[src/sv/mtf_pkg.sv]
// Shared constants and types for the move-to-front codec.
package mtf_pkg;

    localparam int DATA_W      = 8;
    localparam int SYMBOLS_DEF = 256;

    localparam logic MODE_ENC = 1'b0;
    localparam logic MODE_DEC = 1'b1;

    typedef struct packed {
        logic              valid;
        logic              found;
        logic [DATA_W-1:0] carry;
        logic [DATA_W-1:0] sym;
        logic [DATA_W-1:0] rank;
    } t_wave;

    typedef struct packed {
        logic              mode;
        logic [DATA_W-1:0] key;
        logic              restore;
        logic [DATA_W-1:0] front_sym;
    } t_cell_ctl;

endpackage

[src/sv/mtf_cell.sv]
// One list position: holds an entry and passes the update wave to its neighbor.
module mtf_cell #(
    parameter int INDEX = 0
) (
    input  logic              i_clk,
    input  logic              i_rst_n,
    input  mtf_pkg::t_cell_ctl i_ctl,
    input  logic              i_front_we,
    input  mtf_pkg::t_wave    i_wave,
    output mtf_pkg::t_wave    o_wave
);
    import mtf_pkg::*;

    localparam logic [DATA_W-1:0] IDX = DATA_W'(INDEX);

    logic [DATA_W-1:0] r_entry;
    logic [DATA_W-1:0] n_entry;
    t_wave             r_wave;
    t_wave             n_wave;
    logic              w_hit;
    logic              w_live;

    assign w_live = i_wave.valid && !i_wave.found;
    assign w_hit  = w_live && ((i_ctl.mode == MODE_DEC) ? (IDX == i_ctl.key)
                                                         : (r_entry == i_ctl.key));

    always_comb begin
        n_entry = r_entry;
        n_wave  = i_wave;
        if (i_ctl.restore) begin
            n_entry = IDX;
        end else if (i_front_we) begin
            n_entry = i_ctl.front_sym;
        end else if (w_hit) begin
            n_wave.found = 1'b1;
            n_wave.sym   = r_entry;
            n_wave.rank  = IDX;
            if (INDEX != 0) begin
                n_entry = i_wave.carry;
            end
        end else if (w_live) begin
            n_wave.carry = r_entry;
            if (INDEX != 0) begin
                n_entry = i_wave.carry;
            end
        end
    end

    always_ff @(posedge i_clk) begin
        if (!i_rst_n) begin
            r_entry <= IDX;
            r_wave  <= '0;
        end else begin
            r_entry <= n_entry;
            r_wave  <= n_wave;
        end
    end

    assign o_wave = r_wave;

endmodule

[config.mk]
export PLATFORM = sky130hd
export DESIGN_NAME = mtf_cell
export DESIGN_NICKNAME = d
export VERILOG_FILES = /design/src/sv/mtf_pkg.sv /design/src/sv/mtf_cell.sv
export SDC_FILE = /design/constraint.sdc
export NUM_CORES = 1
export LEC_CHECK = 0
export BUFFER_PORTS_ARGS = -buffer_cell sky130_fd_sc_hd__buf_2
export CORE_UTILIZATION = 43
export CTS_CLUSTER_DIAMETER = 150
export DETAILED_ROUTE_END_ITERATION = 8
export GPL_ROUTABILITY_DRIVEN = 1
export GPL_TIMING_DRIVEN = 0
export PLACE_DENSITY = 0.82
export SYNTH_ARGS = -nofsm -noshare
export SYNTH_HDL_FRONTEND = slang
export SYNTH_SLANG_ARGS = --single-unit
[constraint.sdc]
create_clock -name i_clk -period 2.1 [get_ports i_clk]
set_clock_uncertainty 0.15 [all_clocks]
set_input_delay 0.21 -clock i_clk [delete_from_list [all_inputs] [get_ports i_clk]]
set_output_delay 0.21 -clock i_clk [all_outputs]
set_load 0.01 [all_outputs]
* Word level (Yosys, flattened, before mapping)
Cells that the tools add are included.
** Storage, ports and cells
- Output and inout bits :: 26
- Bits of input ports :: 47
- Word-level logic and storage cells :: 20
- Register bits :: 34
** Cells by class
- Equal/unequal tests :: 1
- Multiplexer cells :: 7
- Reductions and logical operators :: 5
- Bitwise logic cells :: 1
** Operator list (number)
- 25-bit 2-to-1 mux :: 2
- 16-bit 2-to-1 mux :: 1
- 8-bit 2-to-1 mux :: 2
- 8-bit == test :: 1
- 8-bit zero test :: 1
- 1-bit logical AND :: 2
- 1-bit 2-to-1 mux :: 2
- 2-bit OR reduction :: 1
- 1-bit zero test :: 1
- 1-bit inverter :: 1

* Depth between registers and ports, before layout
- Depth in word-level cells :: 6
- Mapped depth :: 6
- Mapped depth without buffers :: 5

* Worst setup path before layout
No wires, ideal clock.
- Path kind :: register to register
- Start point :: register r_entry[6]
- End point :: register r_wave, in the netlist o_wave[16]
- Data arrival time :: 1.674 ns
- Path buffers :: 0
- Setup slack :: 0.204 ns
- Period minus slack after synthesis :: 1.896 ns
- Stages on the path, launching flop included :: 6
- Cells stage by stage :: dfxtp_1 > xnor2_1 > nand3_1 > or4_4 > o21ai_2 > mux2i_1
** On the way
- Longest elaborated chain between the ends :: 6
** RTL lines
- start: declaration :: RTL line mtf_cell.sv:16 : logic [DATA_W-1:0] r_entry;
- start signal: assignment :: RTL line mtf_cell.sv:54 : r_entry <= n_entry;
- 8-bit == test :: RTL line mtf_cell.sv:25 : : (r_entry == i_ctl.key));
- 1-bit 2-to-1 mux :: RTL line mtf_cell.sv:24 : assign w_hit = w_live && ((i_ctl.mode == MODE_DEC) ? (IDX == i_ctl.key)
- 1-bit logical AND :: RTL line mtf_cell.sv:24
- 8-bit 2-to-1 mux :: RTL line mtf_cell.sv:34 : end else if (w_hit) begin
- 25-bit 2-to-1 mux :: RTL line mtf_cell.sv:32 : end else if (i_front_we) begin
- 25-bit 2-to-1 mux :: RTL line mtf_cell.sv:30 : if (i_ctl.restore) begin
- end signal: assignment :: RTL line mtf_cell.sv:55 : r_wave <= n_wave;
- end: declaration :: RTL line mtf_cell.sv:18 : t_wave r_wave;
Every way passes these cells.
A chain may end at the register's enable or synchronous reset.

* Worst setup path after layout
- Start point :: input port i_wave[24] (netlist bit)
- End point :: register r_wave, in the netlist o_wave[21]
** On the way
- Longest elaborated chain between the ends :: 6
- Elaborated cells on any way between the ends :: 7
- Those cells by class :: mux: 4; reduce/logical: 3
** RTL lines
- start: declaration :: RTL line mtf_cell.sv:9 : input mtf_pkg::t_wave i_wave,
- 1-bit zero test (*) :: RTL line mtf_cell.sv:23 : assign w_live = i_wave.valid && !i_wave.found;
- 1-bit logical AND (*) :: RTL line mtf_cell.sv:23
- 8-bit 2-to-1 mux or 1-bit logical AND (tied branches) :: RTL line mtf_cell.sv:41, mtf_cell.sv:24
- 8-bit 2-to-1 mux (*) :: RTL line mtf_cell.sv:34
- 25-bit 2-to-1 mux (*) :: RTL line mtf_cell.sv:32
- 25-bit 2-to-1 mux (*) :: RTL line mtf_cell.sv:30
Every way passes the cells marked *; elsewhere a longest branch is shown, timed or not.

==> metrics.md <==
| Metric | Value |
|---|---|
| Wire per inst | `14.2 um` |
| Status | `finished, violations left` |
| Post-synth design cell area | `0.00131 mm2` |
| IO Count | `73` |
| Vias per cell | `5.10` |
| Fin. Hold Viols | `0` |
| Syn Area/Cell | `between 9 and 10 um2` |
| Worst-Margin Slew | `roughly 0.49 ns` |
| CP Max Fanout | `8` |
| Largest cells by area after synthesis | `dfxtp_1, mux2i_1, nand2_1` |
| # diodes | `0` |
| Predominant post-synthesis flop cell | `dfxtp_1` |
| CTS tree | `built` |
| Power Density | `roughly 700 mW/mm2` |
| Synth cell count leaders | `dfxtp_1, mux2i_1, nand2_1` |
| Initial antenna violation count | `0` |
| Vias | `1,412` |
| Placeable core area | `0.00283 mm2` |
| Static Leak | `~0.0012 uW` |
| Syn-to-layout area delta | `67.7%` |
| Final Max Tran Viols | `0` |
| Post-Place Setup Slack | `-0.0289 ns` |
| WP data required | `approximately 2.2 ns` |
| Gpl congestion | `0.741` |
| CTS buffer count | `5` |
| CTS max path bufs | `2` |
| Fin crit period | `2.08 ns` |
| Post-route setup slack | `about 0.019 ns` |
| Port Buffers | `70` |
| Yosys top cell by area | `dfxtp_1` |
| Share of layout cells above drive strength 1 | `35.4%` |
| Failing checks | `DRC` |
| Clock Latency Late Sink | `roughly 0.33 ns` |
| Final WL | `slightly below 4000 um` |
| Final Power | `1530 uW` |
| Synth cell types | `23` |
| Detailed router's first-iteration violation count | `77` |
| Setup Total Neg Slack | `0 ns` |
| Die X-Extent | `between 50 and 60 um` |
| Row cnt | `19` |
| Filler cell count | `around 180` |
| Max-slew headroom | `approximately two thirds` |
| Final HPWL DP | `between 2000 and 2500 um` |
| Synth Instances | `132` |
| Post-layout nets | `292` |
| Top-count cell post-synth | `dfxtp_1` |
| H-tree depth | `2` |
| Number of global-route vias before repair | `roughly 1.3k` |
| DRC | `4` |
| Clock Sink Count | `34` |
| GRT Overall Usage | `around a quarter` |
| Fraction of registers with async set/reset | `0%` |
| #FFs+latches synth | `34` |
| CP startpoint kind | `input pin` |
| First-pass GRT wire length | `just under 6000 um` |
| TritonRoute pass-1 iters | `9` |
| Max Freq | `around 0.48 GHz` |
| Syn Nets | `roughly 180` |
| Gr ovfl total | `0` |
| Unrepaired setup endpoints after global routing | `no` |
| Hold WC Path Type | `input pin to register` |
| Worst setup EP type | `register` |
| Final ANT Viol Nets | `0` |
| Yosys top cell area share | `about 52%` |
| Peak supply drop | `between 400 and 500 uV` |
| Final setup fails | `0` |
| Max Cap Viol | `0` |
| Post-synth EDFFs | `0` |
| Worst path cell trace | `dlygate4sd3_1 > buf_2 > or4b_1 > nor2_1 > o21ai_4 > buf_12 > mux2i_1` |
| Die Ht | `approximately 57 um` |
| Crit share post-route | `between 90 and 100%` |
| Initial Util | `46.4%` |
| Largest net degree at the start of global routing | `12` |
| Sequential share of the synthesized area | `around 52%` |
| Slowest stage delay, CP | `approximately 0.60 ns` |
| Root buf cell | `clkbuf_4` |
| Yosys warns | `0` |
| Worst Path Class, Setup | `input pin to register` |
| Reg clk slew, reported paths | `approximately 0.11 ns` |
| Crit path DAT | `2.20 ns` |
| Crit-path slowest cell | `or4b_1` |
| Die ar. | `0.00328 mm2` |
==> path summary, 6_finish.rpt <==
kind,from,end,slack (ns),cells after the start
min,i_rst_n,o_wave[2],0.13,2
max,i_wave[24],o_wave[21],0.02,7
max reg2reg,r_entry[1],o_wave[8],0.09,6
min reg2reg,r_entry[6],o_wave[14],0.37,2
==> layer usage <==
metal,up-vias,share of wire (%),global-route usage [%]
li1,675,-,-
met1,670,40,25.9
met2,56,53,45.7
met3,11,4.7,5.90
met4,0,2.6,10.8
met5,-,0,0
==> power by group <==
group | total (uW) | internal, uW | switching [uW]
clock | 624 | 403 | 221
sequential | 689 | 677 | 11.9
combinational | 219 | 126 | 92.6
total | 1530 | 1210 | 325
==> critical path: cells and delay by family <==
family	cells	cell delay (ns)
buffers and inverters	3	0.82
muxes	1	0.18
and+or+nand+nor	2	0.89
AOI/OAI and AO/OA	1	0.10
==> per-stage QoR <==
stage          util (%)  instances  hold slack [ns]  area, um2
2_1_floorplan         -        132            0.182       1310
3_3_place_gp       60.2        233            0.276       1700
3_5_place_dp       60.2        233            0.275       1700
4_1_cts            76.4        275            0.110       2160
5_1_grt            77.8        277            0.140       2200
6_report           77.8        277            0.126       2200
==> cell families after synthesis <==
family                 Yosys count  synth area share [%]
AND/OR/NAND/NOR                 52                  18.9
buffers and inverters           11                  3.81
AO/OA/AOI/OAI                    6                  3.81
XOR/XNOR                         5                  3.34
multiplexers                    24                  18.3
flip-flops                      34                  51.9
==> state kept, by name (all words and copies together), names as in the netlist <==
register and flops:
r_entry 8, o_wave 26
==> cell usage in the layout (no fill, tap or decap), drive strengths merged <==
cell type    count
a222oi           1
nand2           24
and4             1
and3             8
dlygate4sd3     34
a21boi           1
xnor2            5
nor3             1
or4              1
or4b             1
inv              4
mux2i           24
nor2            10
o21ai            1
nand2b           2
dfxtp           34
bufinv           2
buf             73
o22ai            1
clkbuf          11
and2             1
nand3            2
o31a             3
nor4             1
==> area by class of cell <==
cell class	count	area [um2]	area share, %
Timing Repair Buffer	105	711	32.3
Sequential cell	34	684	31.1
Multi-Input combinational cell	88	606	27.5
Clock inverter	2	60.1	2.73
Clock buffer	6	51.3	2.33
Tap cell	31	38.8	1.76
Buffer	7	35.0	1.59
Inverter	4	15.0	0.682
==> timing repair <==
action,CTS,global route
setup endpoints to repair,8,15
gates resized for setup,1,4
buffers inserted,0,1
hold endpoints to repair,34,0
pin swaps,0,3
cloned,0,1
hold buffers,34,0
No activity file was read; power rests on OpenSTA's default activity.
